File: src/rtl/rbct_pkg.sv
package rbct_pkg;

  localparam int unsigned OUTPUT_COUNT_DEF = 8;
  localparam int unsigned MaskW = 8;
  localparam int unsigned AddrW = 5;
  localparam int unsigned DataW = 32;
  localparam int unsigned TimeW = 32;

  typedef enum logic [2:0] {
    REG_CTL_MASK    = 3'd0,
    REG_TEST_EN     = 3'd1,
    REG_ON_LEVEL    = 3'd2,
    REG_PRESS_LEVEL = 3'd3,
    REG_DEBOUNCE    = 3'd4,
    REG_STEP        = 3'd5
  } reg_idx_e;

  typedef enum logic [2:0] {
    ST_IDLE,
    ST_EVAL,
    ST_STEP,
    ST_PICK,
    ST_MOD,
    ST_SEARCH,
    ST_FINISH
  } ctl_state_e;

  typedef struct packed {
    logic        mode;
    logic [31:0] now_ms;
    logic        button_level;
    logic [31:0] random_word;
    logic [3:0]  target_index;
    logic        target_on;
  } in_req_t;

  typedef struct packed {
    logic [7:0] relay_on_mask;
    logic       switched;
    logic [2:0] switched_index;
    logic       switched_on;
    logic       restarted;
    logic       pressed;
  } out_rsp_t;

  typedef struct packed {
    logic [7:0]  controllable_mask;
    logic        click_test_enable;
    logic        relay_on_level;
    logic        button_pressed_level;
    logic [15:0] debounce_ms;
    logic [15:0] step_ms;
  } cfg_t;

endpackage

File: src/rtl/rbct_regs.sv
module rbct_regs
  import rbct_pkg::*;
(
  input  logic             clk_i,
  input  logic             rst_ni,
  input  logic             psel,
  input  logic             penable,
  input  logic             pwrite,
  input  logic [AddrW-1:0] paddr,
  input  logic [DataW-1:0] pwdata,
  output logic [DataW-1:0] prdata,
  output logic             pready,
  output cfg_t             cfg_o
);

  cfg_t cfg_q, cfg_d;
  reg_idx_e idx;

  assign pready = 1'b1;
  assign idx    = reg_idx_e'(paddr[AddrW-1:2]);
  assign cfg_o  = cfg_q;

  always_comb begin
    cfg_d = cfg_q;
    if (psel && penable && pwrite) begin
      case (idx)
        REG_CTL_MASK:    cfg_d.controllable_mask    = pwdata[7:0];
        REG_TEST_EN:     cfg_d.click_test_enable    = pwdata[0];
        REG_ON_LEVEL:    cfg_d.relay_on_level       = pwdata[0];
        REG_PRESS_LEVEL: cfg_d.button_pressed_level = pwdata[0];
        REG_DEBOUNCE:    cfg_d.debounce_ms          = pwdata[15:0];
        REG_STEP:        cfg_d.step_ms              = pwdata[15:0];
        default: ;
      endcase
    end
  end

  always_comb begin
    prdata = '0;
    case (idx)
      REG_CTL_MASK:    prdata = DataW'(cfg_q.controllable_mask);
      REG_TEST_EN:     prdata = DataW'(cfg_q.click_test_enable);
      REG_ON_LEVEL:    prdata = DataW'(cfg_q.relay_on_level);
      REG_PRESS_LEVEL: prdata = DataW'(cfg_q.button_pressed_level);
      REG_DEBOUNCE:    prdata = DataW'(cfg_q.debounce_ms);
      REG_STEP:        prdata = DataW'(cfg_q.step_ms);
      default:         prdata = '0;
    endcase
  end

  always_ff @(posedge clk_i or negedge rst_ni) begin
    if (!rst_ni) begin
      cfg_q.controllable_mask    <= 8'd255;
      cfg_q.click_test_enable    <= 1'b0;
      cfg_q.relay_on_level       <= 1'b1;
      cfg_q.button_pressed_level <= 1'b0;
      cfg_q.debounce_ms          <= 16'd50;
      cfg_q.step_ms              <= 16'd1000;
    end else begin
      cfg_q <= cfg_d;
    end
  end

endmodule

File: src/rtl/rbct_mod_unit.sv
module rbct_mod_unit
  import rbct_pkg::*;
#(
  parameter int unsigned CNT_W = 4
) (
  input  logic             clk_i,
  input  logic             rst_ni,
  input  logic             start_i,
  input  logic [TimeW-1:0] dividend_i,
  input  logic [CNT_W-1:0] divisor_i,
  output logic             busy_o,
  output logic             done_o,
  output logic [CNT_W-1:0] rem_o
);

  localparam int unsigned StepW = $clog2(TimeW + 1);

  logic [TimeW-1:0] dvd_q, dvd_d;
  logic [CNT_W-1:0] div_q, div_d;
  logic [CNT_W-1:0] rem_q, rem_d;
  logic [StepW-1:0] step_q, step_d;
  logic             done_q, done_d;
  logic [CNT_W:0]   trial;

  assign busy_o = (step_q != '0);
  assign done_o = done_q;
  assign rem_o  = rem_q;

  // restoring remainder, one dividend bit per cycle
  always_comb begin
    dvd_d  = dvd_q;
    div_d  = div_q;
    rem_d  = rem_q;
    step_d = step_q;
    done_d = 1'b0;
    trial  = {rem_q, dvd_q[TimeW-1]};
    if (start_i) begin
      dvd_d  = dividend_i;
      div_d  = divisor_i;
      rem_d  = '0;
      step_d = StepW'(TimeW);
    end else if (busy_o) begin
      if (trial >= {1'b0, div_q}) begin
        rem_d = CNT_W'(trial - {1'b0, div_q});
      end else begin
        rem_d = trial[CNT_W-1:0];
      end
      dvd_d  = {dvd_q[TimeW-2:0], 1'b0};
      step_d = step_q - StepW'(1);
      done_d = (step_q == StepW'(1));
    end
  end

  always_ff @(posedge clk_i or negedge rst_ni) begin
    if (!rst_ni) begin
      step_q <= '0;
      done_q <= 1'b0;
    end else begin
      step_q <= step_d;
      done_q <= done_d;
    end
  end

  always_ff @(posedge clk_i) begin
    dvd_q <= dvd_d;
    div_q <= div_d;
    rem_q <= rem_d;
  end

  a_start_idle: assert property (@(posedge clk_i) disable iff (!rst_ni)
    start_i |-> !busy_o) else $error("remainder start while busy");
  a_rem_range: assert property (@(posedge clk_i) disable iff (!rst_ni)
    done_o |-> (rem_q < div_q)) else $error("remainder not below divisor");
  a_done_pulse: assert property (@(posedge clk_i) disable iff (!rst_ni)
    done_o |=> !done_o && !busy_o) else $error("remainder done not a pulse");

endmodule

File: src/rtl/relay_bank_click_test_controller_core.sv
// A set request passes through the eval and finish states; a pass with no test
// step also goes through the step state, and one with a test step adds pick (and
// its retry), the remainder unit and the candidate search before finish.
// One request at a time: the next is taken the cycle after the result loads.
// Reset (async, active low): all pins low, button released, both times 0,
// switch-on phase, registers at their defaults.
module relay_bank_click_test_controller_core
  import rbct_pkg::*;
#(
  parameter int unsigned OUTPUT_COUNT = OUTPUT_COUNT_DEF
) (
  input  logic             clk_i,
  input  logic             rst_ni,
  input  logic             in_valid_i,
  output logic             in_stall_o,
  input  in_req_t          in_req_i,
  output logic             out_valid_o,
  input  logic             out_stall_i,
  output out_rsp_t         out_rsp_o,
  input  logic             psel,
  input  logic             penable,
  input  logic             pwrite,
  input  logic [AddrW-1:0] paddr,
  input  logic [DataW-1:0] pwdata,
  output logic [DataW-1:0] prdata,
  output logic             pready
);

  localparam int unsigned CtlW = (OUTPUT_COUNT < MaskW) ? OUTPUT_COUNT : MaskW;
  localparam int unsigned IdxW = (CtlW > 1) ? $clog2(CtlW) : 1;
  localparam int unsigned CntW = $clog2(CtlW + 1);

  cfg_t       cfg;
  ctl_state_e state_q, state_d;
  in_req_t    req_q, req_d;

  logic [CtlW-1:0]  pins_q, pins_d;
  logic             was_down_q, was_down_d;
  logic [TimeW-1:0] lbt_q, lbt_d;
  logic [TimeW-1:0] lst_q, lst_d;
  logic             phase_q, phase_d;

  logic             sw_q, sw_d;
  logic [IdxW-1:0]  sw_idx_q, sw_idx_d;
  logic             sw_on_q, sw_on_d;
  logic             restarted_q, restarted_d;
  logic             pressed_q, pressed_d;
  logic             retry_q, retry_d;
  logic [CtlW-1:0]  cand_q, cand_d;
  logic [IdxW-1:0]  idx_q, idx_d;
  logic [CntW-1:0]  nth_q, nth_d;

  out_rsp_t         out_q, out_d;
  logic             out_valid_q, out_valid_d;

  logic [CtlW-1:0]  ctl;
  logic [CtlW-1:0]  cand;
  logic [CntW-1:0]  cnt;
  logic             target;
  logic             has_ctl;
  logic [IdxW-1:0]  low_idx;
  logic [TimeW-1:0] elapsed;
  logic [15:0]      limit;
  logic             time_ok;
  logic             down;
  logic             mod_start, mod_busy, mod_done;
  logic [CntW-1:0]  mod_rem;
  logic [CtlW-1:0]  onm;

  rbct_regs u_regs (
    .clk_i   (clk_i),
    .rst_ni  (rst_ni),
    .psel    (psel),
    .penable (penable),
    .pwrite  (pwrite),
    .paddr   (paddr),
    .pwdata  (pwdata),
    .prdata  (prdata),
    .pready  (pready),
    .cfg_o   (cfg)
  );

  rbct_mod_unit #(
    .CNT_W (CntW)
  ) u_mod (
    .clk_i      (clk_i),
    .rst_ni     (rst_ni),
    .start_i    (mod_start),
    .dividend_i (req_q.random_word),
    .divisor_i  (cnt),
    .busy_o     (mod_busy),
    .done_o     (mod_done),
    .rem_o      (mod_rem)
  );

  assign ctl         = cfg.controllable_mask[CtlW-1:0];
  assign in_stall_o  = (state_q != ST_IDLE);
  assign out_valid_o = out_valid_q;
  assign out_rsp_o   = out_q;
  assign down        = (req_q.button_level == cfg.button_pressed_level);

  // one elapsed-time compare, shared by debounce and test step
  always_comb begin
    if (state_q == ST_STEP) begin
      elapsed = req_q.now_ms - lst_q;
      limit   = cfg.step_ms;
    end else begin
      elapsed = req_q.now_ms - lbt_q;
      limit   = cfg.debounce_ms;
    end
    time_ok = (elapsed >= {16'b0, limit});
  end

  // candidates: controllable pins not yet at the phase's target level
  always_comb begin
    target = phase_q ? cfg.relay_on_level : ~cfg.relay_on_level;
    cand   = ctl & (pins_q ^ {CtlW{target}});
    cnt    = '0;
    for (int i = 0; i < CtlW; i++) begin
      cnt = cnt + CntW'(cand[i]);
    end
  end

  always_comb begin
    has_ctl = 1'b0;
    low_idx = '0;
    for (int i = CtlW - 1; i >= 0; i--) begin
      if (ctl[i]) begin
        has_ctl = 1'b1;
        low_idx = IdxW'(i);
      end
    end
  end

  assign onm = ~(pins_q ^ {CtlW{cfg.relay_on_level}});

  always_comb begin
    state_d     = state_q;
    req_d       = req_q;
    pins_d      = pins_q;
    was_down_d  = was_down_q;
    lbt_d       = lbt_q;
    lst_d       = lst_q;
    phase_d     = phase_q;
    sw_d        = sw_q;
    sw_idx_d    = sw_idx_q;
    sw_on_d     = sw_on_q;
    restarted_d = restarted_q;
    pressed_d   = pressed_q;
    retry_d     = retry_q;
    cand_d      = cand_q;
    idx_d       = idx_q;
    nth_d       = nth_q;
    out_d       = out_q;
    out_valid_d = out_valid_q;
    mod_start   = 1'b0;

    if (out_valid_q && !out_stall_i) begin
      out_valid_d = 1'b0;
    end

    case (state_q)
      ST_IDLE: begin
        if (in_valid_i) begin
          req_d       = in_req_i;
          sw_d        = 1'b0;
          sw_idx_d    = '0;
          sw_on_d     = 1'b0;
          restarted_d = 1'b0;
          pressed_d   = 1'b0;
          retry_d     = 1'b0;
          state_d     = ST_EVAL;
        end
      end
      ST_EVAL: begin
        if (req_q.mode) begin
          state_d = ST_FINISH;
          if (32'(req_q.target_index) < CtlW) begin
            if (ctl[req_q.target_index[IdxW-1:0]]) begin
              pins_d[req_q.target_index[IdxW-1:0]] =
                req_q.target_on ? cfg.relay_on_level : ~cfg.relay_on_level;
              sw_d     = 1'b1;
              sw_idx_d = req_q.target_index[IdxW-1:0];
              sw_on_d  = req_q.target_on;
            end
          end
        end else begin
          state_d = ST_STEP;
          if ((down != was_down_q) && time_ok) begin
            lbt_d      = req_q.now_ms;
            was_down_d = down;
            if (down) begin
              pressed_d = 1'b1;
              if (cfg.click_test_enable) begin
                pins_d      = cfg.relay_on_level ? (pins_q & ~ctl) : (pins_q | ctl);
                phase_d     = 1'b1;
                lst_d       = req_q.now_ms;
                restarted_d = 1'b1;
              end else if (has_ctl) begin
                pins_d[low_idx] = ~pins_q[low_idx];
                sw_d            = 1'b1;
                sw_idx_d        = low_idx;
                sw_on_d         = pins_q[low_idx] ^ cfg.relay_on_level;
              end
            end
          end
        end
      end
      ST_STEP: begin
        if (cfg.click_test_enable && time_ok) begin
          lst_d   = req_q.now_ms;
          state_d = ST_PICK;
        end else begin
          state_d = ST_FINISH;
        end
      end
      ST_PICK: begin
        if (cnt == '0) begin
          if (!retry_q) begin
            // empty phase: flip and retry with the same random word
            phase_d = ~phase_q;
            retry_d = 1'b1;
          end else begin
            state_d = ST_FINISH;
          end
        end else if (!mod_busy) begin
          cand_d    = cand;
          mod_start = 1'b1;
          state_d   = ST_MOD;
        end
      end
      ST_MOD: begin
        if (mod_done) begin
          nth_d   = mod_rem;
          idx_d   = '0;
          state_d = ST_SEARCH;
        end
      end
      ST_SEARCH: begin
        idx_d = idx_q + IdxW'(1);
        if (cand_q[idx_q]) begin
          if (nth_q == '0) begin
            pins_d[idx_q] = phase_q ? cfg.relay_on_level : ~cfg.relay_on_level;
            sw_d          = 1'b1;
            sw_idx_d      = idx_q;
            sw_on_d       = phase_q;
            state_d       = ST_FINISH;
          end else begin
            nth_d = nth_q - CntW'(1);
          end
        end
      end
      ST_FINISH: begin
        if (!out_valid_q || !out_stall_i) begin
          out_d.relay_on_mask  = MaskW'(onm);
          out_d.switched       = sw_q;
          out_d.switched_index = 3'(sw_idx_q);
          out_d.switched_on    = sw_on_q;
          out_d.restarted      = restarted_q;
          out_d.pressed        = pressed_q;
          out_valid_d          = 1'b1;
          state_d              = ST_IDLE;
        end
      end
      default: state_d = ST_IDLE;
    endcase
  end

  always_ff @(posedge clk_i or negedge rst_ni) begin
    if (!rst_ni) begin
      state_q     <= ST_IDLE;
      pins_q      <= '0;
      was_down_q  <= 1'b0;
      lbt_q       <= '0;
      lst_q       <= '0;
      phase_q     <= 1'b1;
      out_valid_q <= 1'b0;
    end else begin
      state_q     <= state_d;
      pins_q      <= pins_d;
      was_down_q  <= was_down_d;
      lbt_q       <= lbt_d;
      lst_q       <= lst_d;
      phase_q     <= phase_d;
      out_valid_q <= out_valid_d;
    end
  end

  always_ff @(posedge clk_i) begin
    req_q       <= req_d;
    sw_q        <= sw_d;
    sw_idx_q    <= sw_idx_d;
    sw_on_q     <= sw_on_d;
    restarted_q <= restarted_d;
    pressed_q   <= pressed_d;
    retry_q     <= retry_d;
    cand_q      <= cand_d;
    idx_q       <= idx_d;
    nth_q       <= nth_d;
    out_q       <= out_d;
  end

  a_switch_mask: assert property (@(posedge clk_i) disable iff (!rst_ni)
    (out_valid_o && out_rsp_o.switched) |->
      (out_rsp_o.relay_on_mask[out_rsp_o.switched_index] == out_rsp_o.switched_on))
    else $error("switched relay disagrees with on mask");
  a_restart_press: assert property (@(posedge clk_i) disable iff (!rst_ni)
    (out_valid_o && out_rsp_o.restarted) |-> out_rsp_o.pressed)
    else $error("restart without press");
  a_search_cand: assert property (@(posedge clk_i) disable iff (!rst_ni)
    (state_q == ST_SEARCH) |-> (cand_q != '0))
    else $error("search with no candidate");

endmodule

File: config.mk
export PLATFORM = sky130hd
export DESIGN_NAME = relay_bank_click_test_controller_core
export DESIGN_NICKNAME = d
export VERILOG_FILES = /design/src/rtl/rbct_pkg.sv /design/src/rtl/rbct_regs.sv /design/src/rtl/rbct_mod_unit.sv /design/src/rtl/relay_bank_click_test_controller_core.sv
export SDC_FILE = /design/constraint.sdc
export NUM_CORES = 1
export LEC_CHECK = 0
export BUFFER_PORTS_ARGS = -buffer_cell sky130_fd_sc_hd__clkbuf_2
export CAP_MARGIN = 20
export CORE_MARGIN = 1
export CORE_UTILIZATION = 30
export DETAILED_ROUTE_END_ITERATION = 10
export PLACE_DENSITY_LB_ADDON = 0.3
export RECOVER_POWER = 100
export SYNTH_ARGS = -nofsm -noshare
export SYNTH_HDL_FRONTEND = slang
export SYNTH_SLANG_ARGS = --single-unit
export TNS_END_PERCENT = 50
File: constraint.sdc
create_clock -name clk_i -period 6.4 [get_ports clk_i]
set_clock_uncertainty 0.15 [all_clocks]
set_input_delay 0.32 -clock clk_i [delete_from_list [all_inputs] [get_ports clk_i]]
set_output_delay 0.32 -clock clk_i [all_outputs]
set_load 0.01 [all_outputs]
==> flow_metrics.env, run 1 <==
export IMPL_multi_input_area_um2=7036
export IMPL_drt_iter0_drc=701
export IMPL_violations="capacitance limit, slew limit"
export IMPL_hold_path_class="in -> reg"
export IMPL_yosysSeqAreaShare=0.5004
export IMPL_h_tree_depth=2
export IMPL_maxCapViolCount=4
export IMPL_outcome="finished, violations left"
export IMPL_clockBufferDepth=3
export IMPL_drv_slew=205
export IMPL_crit_type="reg -> reg"
export IMPL_clk_pin_slew_ns=0.06
export IMPL_hold_violations=0
export IMPL_yosys_register_bits=277
export IMPL_synth_edff_count=145
export IMPL_netlist_area_leader_share=0.2844
export IMPL_path_cells="xor2_1 > buf_4 > xor2_1 > nor2_1 > fa_1 > inv_1 > fa_1 > fa_1 > inv_1 > ha_1 > fa_1 > or4_1 > a21oi_1 > clkbuf_1 > inv_1 > clkbuf_2 > o22ai_1"
export IMPL_slowest_delay_ns=0.69
export IMPL_finish_utilization=0.3676
export IMPL_p_leak_nw=7.154
export IMPL_seq_area_um2=7661
export IMPL_setup_violations=0
export IMPL_peakVddDrop_v=0.0001544
export IMPL_synth_avg_cell_area_um2=11.57
export IMPL_drive_above_1_share=0.1986
export IMPL_grt_pass1_wl_mm=64.43
export IMPL_die_height_um=227.9
export IMPL_relSlewSlack=-1.047
export IMPL_antenna_found_initial=1
export IMPL_crit_required_ns=6.70
export IMPL_drcViolationCount=0
export IMPL_io_buffers=129
export IMPL_whs_ns=0.1786
export IMPL_cp_max_fo=34
export IMPL_synthArstFlopShare=0.4621
export IMPL_pre_cts_slack_ns=0.2438
export IMPL_grt_setup_unrepaired="false"
export IMPL_yosys_top_cells_area="edfxtp_1 (28%), dfrtp_1 (18%), mux2_2 (8.2%)"
export IMPL_fmax_mhz=166.5
export IMPL_critPathTopFamily="adder cells"
export IMPL_dieWidth_um=227.9
export IMPL_wl_mm=40.21
export IMPL_fin_ws_ns=0.3948
export IMPL_io_pins=165
export IMPL_cts_setup_buffers=0
export IMPL_synth_area_um2=15310
export IMPL_cpMaxStageDelayCell="or4_1"
export IMPL_numClockSinks=277
export IMPL_grt_max_degree=73
export IMPL_synthFlopType="edfxtp_1"
export IMPL_grt_ovfl_total=0
export IMPL_nFillCells=4977
export IMPL_vias_per_cell=4.973
export IMPL_ant_nets=0
export IMPL_wire_per_inst_um=17.96
export IMPL_setup_tns_ns=0
export IMPL_initial_core_util=0.3045
export IMPL_core_area_um2=50270
export IMPL_numCtsBuffers=34
export IMPL_synthCells=1323
export IMPL_cpMostUsedCell="fa_1"
export IMPL_die_area_um2=51940
export IMPL_syn_to_final_growth_pct=20.72
export IMPL_yosysWarningCount=0
export IMPL_finalCriticalPeriod_ns=6.005
export IMPL_root_buffer="clkbuf_16"
export IMPL_clock_latency_ns=0.55
export IMPL_crit_path_start_kind="flop"
export IMPL_endpoint_kind="flop"
export IMPL_worst_slew_pin_slew_ns=3.070
export IMPL_dr_total_vias=11130
export IMPL_finalCritPeriodShare=0.9383
export IMPL_firstDrtPassIters=7
export IMPL_synth_distinct_cells=85
export IMPL_p_per_area_nw_per_um2=244.0
export IMPL_cts_tree="done"
export IMPL_cp_arrival_ns=6.31
export IMPL_place_congestion=0.8923
export IMPL_path_buf_inv=6
export IMPL_grt_usage=0.1562
export IMPL_grt_pass1_vias=11450
export IMPL_synth_top_area_cell="edfxtp_1"
export IMPL_std_cell_rows=82
export IMPL_hpwl_mm=28.14
export IMPL_fin_nets=1719
## path summary, 6_finish.rpt
| check | slack (ns) | cells past startpoint | endpoint | start |
|---|---|---|---|---|
| max in group asynchronous | 1.82 | 3 | lst_q[23] | rst_ni |
| hold reg to reg | 0.27 | 0 | out_rsp_o[3] | sw_idx_q[0] |
| setup / recovery | 0.39 | 17 | u_mod.rem_o[0] | phase_q |
| setup reg to reg | 0.39 | 17 | u_mod.rem_o[0] | phase_q |
| min in group asynchronous | 1.19 | 2 | lst_q[7] | rst_ni |
| hold / removal | 0.18 | 3 | retry_q | in_valid_i |
## cell type report
class,count,area share
antenna,1,0.0001354
clock inverter,12,0.007515
tap,672,0.04549
sequential,277,0.4145
multi-input combinational,940,0.3807
timing repair buffer,251,0.09261
inverter,36,0.007312
clock buffer,50,0.05172
## report_power, final
part	total, mW	internal, mW	switching [mW]
registers	2.03	1.95	0.0788
clock network	1.91	1.13	0.784
logic	0.564	0.249	0.315
total	4.51	3.33	1.18
## cell usage in the layout (no fill, tap or decap), drive strengths merged, types with 9 or more instances in the layout
| master | instances |
|---|---|
| dfrtp | 109 |
| mux2i | 72 |
| dlygate4sd3 | 89 |
| a21o | 9 |
| clkbuf | 193 |
| a21oi | 76 |
| o211ai | 15 |
| inv | 37 |
| nand3 | 20 |
| ha | 58 |
| edfxtp | 145 |
| nor3 | 24 |
| a31oi | 32 |
| a22oi | 15 |
| o21ai | 49 |
| nand2 | 92 |
| nand2b | 14 |
| xor2 | 12 |
| dfstp | 19 |
| buf | 19 |
| conb | 17 |
| nand4 | 20 |
| nor2b | 10 |
| or3 | 9 |
| mux2 | 141 |
| nor4 | 11 |
| o22ai | 11 |
| nor2 | 104 |
| xnor2 | 32 |
## stage by stage
stage               cell area (µm²)  total power [mW]  cells
finish                        18480             4.510   2239
global route                  18480             4.718   2239
CTS                           18670             4.589   2236
detailed placement            16680             2.584   2085
global placement              16670             2.575   2083
floorplan                     15370             2.392   1338
## cells in the mapped netlist, drive strengths merged (9+ instances only)
| cell type | number |
|---|---|
| mux2 | 141 |
| ha | 58 |
| a22oi | 15 |
| o21ai | 49 |
| xor2 | 12 |
| or3 | 9 |
| xnor2 | 32 |
| dfrtp | 109 |
| a31oi | 32 |
| clkbuf | 46 |
| o211ai | 15 |
| a21o | 9 |
| inv | 35 |
| nand4 | 20 |
| dfstp | 19 |
| nor3 | 24 |
| nor4 | 11 |
| nor2 | 104 |
| nand2 | 92 |
| nor2b | 10 |
| nand2b | 14 |
| nand3 | 20 |
| mux2i | 72 |
| buf | 39 |
| a21oi | 76 |
| edfxtp | 145 |
| o22ai | 11 |
## flip-flops by register name, indices dropped and copies added (netlist names), 6 cells and up, named ones only
name / flops
lbt_q: 32
lst_q: 32
u_mod.step_q: 6
u_regs.cfg_o: 43
cand_q: 8
req_q: 71
u_mod.dvd_q: 32
out_rsp_o: 15
## timing repair
item,in CTS,in global routing
hold endpoints to repair,169,0
resized for setup,0,2
hold buffers,89,0
setup endpoints to repair,0,33
## metal layers
metal,share of wire,GRT usage
met1,0.47,0.2173
met2,0.45,0.2424
met3,0.051,0.02450
met4,0.031,0.06208
met5,0,0
## kinds of logic (layout without fill, tap and decap cells)
logic type | count (synthesis) | after routing | synth area share
buffers and inverters | 121 | 349 | 0.03866
multiplexers | 215 | 215 | 0.1608
AO/OA/AOI/OAI | 269 | 269 | 0.1151
flip-flops | 277 | 277 | 0.5004
other | 2 | 18 | 0.0004905
AND/OR/NAND/NOR | 331 | 331 | 0.1041
adder cells (fa/ha/maj) | 64 | 64 | 0.05525
XOR/XNOR | 44 | 44 | 0.02517
## tightest hold or removal path: stages
cell and delay, ns:
clkbuf_2 0.11, inv_1 0.13, o22ai_1 0.12
Power figures use the tool's default switching activity.
==> inputs of run 2 (changes only) <==
Settings changed: RECOVER_POWER 100 to unset.
==> run 2 against run 1 <==
Net effect: the run now ends clean; first-iteration DRC count shrank 3.7%; wire length grew 0.37%; critical path depth grew 7; worst hold slack gained 0.0045 ns; flip-flop and latch count is the same; combinational power grew 0.7%; clock power is essentially flat; count of clock-buffer cells in the layout is the same; register-to-register slack gained 0.04 ns; non-clock buffer count is the same; critical endpoint is now lbt_q[17]; largest power group unchanged.
==> flow_metrics.env, run 2 (synthesis gave the netlist of run 1 again) <==
export IMPL_final_common_cell="edfxtp_1"
export IMPL_cp_arrival_ns=6.25
export IMPL_crit_required_ns=6.69
export IMPL_fin_ws_ns=0.4361
export IMPL_h_tree_depth=2
export IMPL_io_pins=165
export IMPL_grt_pass1_vias=11450
export IMPL_finish_utilization=0.3722
export IMPL_wl_mm=40.36
export IMPL_dieWidth_um=227.9
export IMPL_setup_tns_ns=0
export IMPL_hpwl_mm=28.14
export IMPL_whs_ns=0.1832
export IMPL_pre_cts_slack_ns=0.2438
export IMPL_endpoint_kind="flop"
export IMPL_clockBufferDepth=3
export IMPL_drcViolationCount=0
export IMPL_fin_nets=1719
export IMPL_design_area_um2=18710
export IMPL_clk_pin_slew_ns=0.06
export IMPL_cp_max_fo=14
export IMPL_clock_latency_ns=0.55
export IMPL_syn_to_final_growth_pct=22.21
export IMPL_hold_violations=0
export IMPL_hold_path_class="in -> reg"
export IMPL_io_buffers=129
export IMPL_wire_per_inst_um=18.03
export IMPL_cts_setup_buffers=0
export IMPL_firstDrtPassIters=5
export IMPL_worstHoldPathCells=3
export IMPL_seq_area_um2=7661
export IMPL_crit_type="reg -> reg"
export IMPL_drt_iter0_drc=675
export IMPL_numClockSinks=277
export IMPL_grt_usage=0.1562
export IMPL_finalCritPeriodShare=0.9319
export IMPL_place_congestion=0.8923
export IMPL_final_cell_mix="edfxtp_1 (145), clkbuf_2 (128), mux2_2 (112)"
export IMPL_dr_total_vias=11140
export IMPL_top_register="req_q"
export IMPL_power_mw=4.519
export IMPL_drive_above_1_share=0.2516
export IMPL_numCtsBuffers=34
export IMPL_relSlewSlack=0.3423
export IMPL_grt_max_degree=73
export IMPL_finalCriticalPeriod_ns=5.964
export IMPL_rr_worst_depth=24
export IMPL_grt_ovfl_total=0
export IMPL_p_per_area_nw_per_um2=241.5
export IMPL_antenna_found_initial=1
export IMPL_crit_path_start_kind="flop"
export IMPL_die_height_um=227.9
export IMPL_maxCapViolCount=0
export IMPL_nFillCells=4924
export IMPL_largest_reg_flops=71
export IMPL_final_cells=2239
export IMPL_cts_tree="done"
export IMPL_setup_violations=0
export IMPL_std_cell_rows=82
export IMPL_dp_cells=2085
export IMPL_die_area_um2=51940
export IMPL_outcome="finished clean"
export IMPL_ant_nets=0
export IMPL_place_area_um2=16680
export IMPL_p_leak_nw=7.403
export IMPL_fmax_mhz=167.7
export IMPL_grt_pass1_wl_mm=64.43
export IMPL_root_buffer="clkbuf_16"
export IMPL_drv_slew=0
export IMPL_vias_per_cell=4.974
export IMPL_peakVddDrop_v=0.0001540
export IMPL_worst_slew_pin_slew_ns=0.9775
export IMPL_core_area_um2=50270
export IMPL_initial_core_util=0.3045
export IMPL_multi_input_area_um2=7137
export IMPL_grt_setup_unrepaired="false"
-- run 2: cell types whose count changed in the layout (fill, tap and decap cells not counted), moves of 2 or more --
cell | previous run | this run
dfstp_1 | 5 | 0
mux2_2 | 110 | 112
clkbuf_2 | 93 | 128
mux2_1 | 29 | 0
clkbuf_1 | 61 | 12
mux2_4 | 2 | 29
buf_4 | 16 | 28
dfstp_2 | 14 | 19
-- run 2: layer usage --
metal | track usage | wire (µm) | vias up
met3 | 0.02450 | 2037 | 63
met4 | 0.06208 | 1217 | 0
li1 | - | - | 5341
met1 | 0.2173 | 19120 | 5435
met5 | 0 | 0 | -
met2 | 0.2424 | 17980 | 297
-- run 2: timing repair --
action / CTS / global route
hold buffers: 89 / 0
endpoints found under the setup margin: 0 / 33
resized for setup: 0 / 2
endpoints found under the hold margin: 169 / 0
-- run 2: power breakdown --
| group | switching [mW] | total [mW] | internal, mW |
|---|---|---|---|
| Combinational | 0.315 | 0.568 | 0.253 |
| Clock | 0.786 | 1.92 | 1.13 |
| Sequential | 0.0796 | 2.04 | 1.96 |
-- run 2: path summary, 6_finish.rpt --
path	slack [ns]	start	end
hold / removal	0.18	in_valid_i	retry_q
max in group asynchronous	4.40	rst_ni	lst_q[23]
min in group asynchronous	0.24	rst_ni	lst_q[12]
hold reg to reg	0.27	sw_idx_q[0]	out_rsp_o[3]
setup / recovery	0.44	state_q[0]	lbt_q[17]
setup reg to reg	0.44	state_q[0]	lbt_q[17]
-- run 2: layout make-up --
class | instances | share of cell area
sequential | 277 | 0.4095
timing repair buffer | 251 | 0.09824
clock buffer | 50 | 0.05109
multi-input combinational | 940 | 0.3815
inverter | 36 | 0.007223
clock inverter | 12 | 0.007423
antenna | 1 | 0.0001338
tap | 672 | 0.04494
-- run 2: worst max-delay path: stages, from the launching register on --
cell and delay [ns]:
dfrtp_1 0.41, nor3b_4 0.38, mux2_2 0.23, ha_1 0.20, inv_1 0.07, fa_1 0.42
a211oi_1 0.34, o21ai_1 0.16, nand2_1 0.10, nand2_1 0.08, a21o_1 0.18, a21oi_1 0.17
xnor2_1 0.16, ha_1 0.28, nand3_1 0.08, or3_1 0.10, a21oi_1 0.05, a2111oi_2 0.38
buf_4 0.17, o2111a_1 0.19, nand4_1 0.15, or4_1 0.69, nand2_8 0.19, buf_12 0.18
mux2_2 0.34
==> inputs of run 3 (changes only) <==
Settings changed: SETUP_SLACK_MARGIN set to 0.5.
==> run 3 against run 2 <==
Net effect: first-iteration DRC count is 13% lower; combinational power is 0.7% lower; register-to-register slack better by 0.37 ns; sequential share of layout area is 0.28 points lower; highest routed layer unchanged.
==> flow_metrics.env, run 3 (synthesis gave the netlist of run 1 again) <==
export IMPL_outcome="finished clean"
export IMPL_crit_type="reg -> reg"
export IMPL_cts_tree="done"
export IMPL_fin_nets=1718
export IMPL_io_pins=165
export IMPL_grt_setup_unrepaired="false"
export IMPL_r2r_slack_ns=0.80
export IMPL_std_cell_rows=82
export IMPL_grt_pass1_wl_mm=63.54
export IMPL_finish_utilization=0.3747
export IMPL_dp_cells=2080
export IMPL_vias_per_cell=4.994
export IMPL_final_common_cell="edfxtp_1"
export IMPL_antenna_found_initial=2
export IMPL_dr_total_vias=11180
export IMPL_ant_nets=0
export IMPL_path_buf_inv=3
export IMPL_die_height_um=227.9
export IMPL_grt_max_degree=71
export IMPL_nFillCells=4982
export IMPL_drive_above_1_share=0.2607
export IMPL_setup_violations=0
export IMPL_hold_path_class="in -> reg"
export IMPL_p_leak_nw=7.451
export IMPL_p_per_area_nw_per_um2=243.3
export IMPL_grt_ovfl_total=0
export IMPL_relSlewSlack=0.2363
export IMPL_final_cell_mix="edfxtp_1 (145), clkbuf_2 (128), mux2_2 (112)"
export IMPL_wl_mm=39.91
export IMPL_maxCapViolCount=0
export IMPL_hold_violations=0
export IMPL_h_tree_depth=2
export IMPL_largest_reg_flops=71
export IMPL_io_buffers=129
export IMPL_drcViolationCount=0
export IMPL_die_area_um2=51940
export IMPL_crit_path_start_kind="flop"
export IMPL_cpMaxStageDelayCell="or4_4"
export IMPL_slowest_delay_ns=0.54
export IMPL_grt_pass1_vias=11110
export IMPL_drt_iter0_drc=587
export IMPL_clk_pin_slew_ns=0.06
export IMPL_firstDrtPassIters=5
export IMPL_critPathTopFamily="compound AO/OA/AOI/OAI gates"
export IMPL_endpoint_kind="flop"
export IMPL_drv_slew=0
export IMPL_clock_latency_ns=0.56
export IMPL_worst_slew_pin_slew_ns=1.135
export IMPL_fmax_mhz=178.7
export IMPL_top_register="req_q"
export IMPL_crit_required_ns=6.67
export IMPL_wire_per_inst_um=17.83
export IMPL_syn_to_final_growth_pct=23.05
export IMPL_initial_core_util=0.3045
export IMPL_cp_max_fo=11
export IMPL_path_cells="nor3b_4 > buf_4 > mux2i_1 > ha_1 > nor2b_1 > o2111ai_1 > a211o_1 > nand2_1 > a31oi_1 > xnor2_1 > ha_1 > a21o_1 > a21o_1 > a2111oi_4 > buf_4 > o2111a_1 > nand4_1 > or4_4 > nand2_8 > clkbuf_16 > mux2_4"
export IMPL_hpwl_mm=28.16
export IMPL_numClockSinks=277
export IMPL_numCtsBuffers=34
export IMPL_root_buffer="clkbuf_16"
export IMPL_whs_ns=0.1347
export IMPL_cp_arrival_ns=5.87
export IMPL_dieWidth_um=227.9
export IMPL_core_area_um2=50270
export IMPL_grt_usage=0.1542
export IMPL_place_congestion=0.8939
export IMPL_peakVddDrop_v=0.0001755
export IMPL_final_cells=2239
export IMPL_finalCriticalPeriod_ns=5.596
export IMPL_clockBufferDepth=3
export IMPL_finalCritPeriodShare=0.8743
## run 3: repair_timing
action                                 4_1_cts  5_1_grt
resized for setup                            5       11
cloned                                       0        1
setup buffers                                1        3
setup endpoints to repair                  113      149
hold buffers                                89        0
endpoints found under the hold margin      171        0
pin swaps                                    0        5
## run 3: path summary, 6_finish.rpt
kind / startpoint / cells after the start / to
max in group asynchronous: rst_ni / 3 / state_q[1]
worst max register to register: state_q[2] / 21 / lbt_q[24]
worst min register to register: pressed_q / 0 / out_rsp_o[0]
worst max-delay path: state_q[2] / 21 / lbt_q[24]
min in group asynchronous: rst_ni / 2 / lbt_q[12]
worst min-delay path: in_valid_i / 3 / retry_q
## run 3: cell type report
type                       instances  area [µm²]  share of cell area
clock buffer                      42       900.9             0.04782
clock inverter                    20       247.7             0.01315
timing repair buffer             250        1846             0.09796
multi-input combinational        940        7202              0.3823
sequential                       277        7662              0.4067
tap                              672       840.8             0.04463
antenna                            2       5.005           0.0002657
inverter                          36       135.1            0.007173
## run 3: worst min-delay path: stages
cell	delay, ns
clkbuf_2	0.10
inv_1	0.12
o22ai_1	0.12
## run 3: layer usage
layer  vias to the layer above  GRT usage  share of wire
met5                         -          0              0
met4                         0    0.04530          0.023
met3                        63    0.02863          0.050
met2                       287     0.2368           0.44
met1                      5493     0.2200           0.48
li1                       5339          -              -
## run 3: power breakdown
group | switching (mW) | internal [mW]
Combinational | 0.311 | 0.253
Clock | 0.805 | 1.18
Sequential | 0.0807 | 1.96
Total | 1.20 | 3.39
## run 3: through the flow
stage                     cell area (µm²)  setup TNS [ns]  setup slack (ns)  power, mW
after global routing                18840               0            0.5310      4.799
after CTS                           18710               0            0.5166      4.650
after detailed placement            16650        -0.08585          -0.03015      2.577
after global placement              16640               0           0.04507      2.565
final                               18840               0            0.8045      4.583
after floorplan                     15370               0            0.5886      2.392
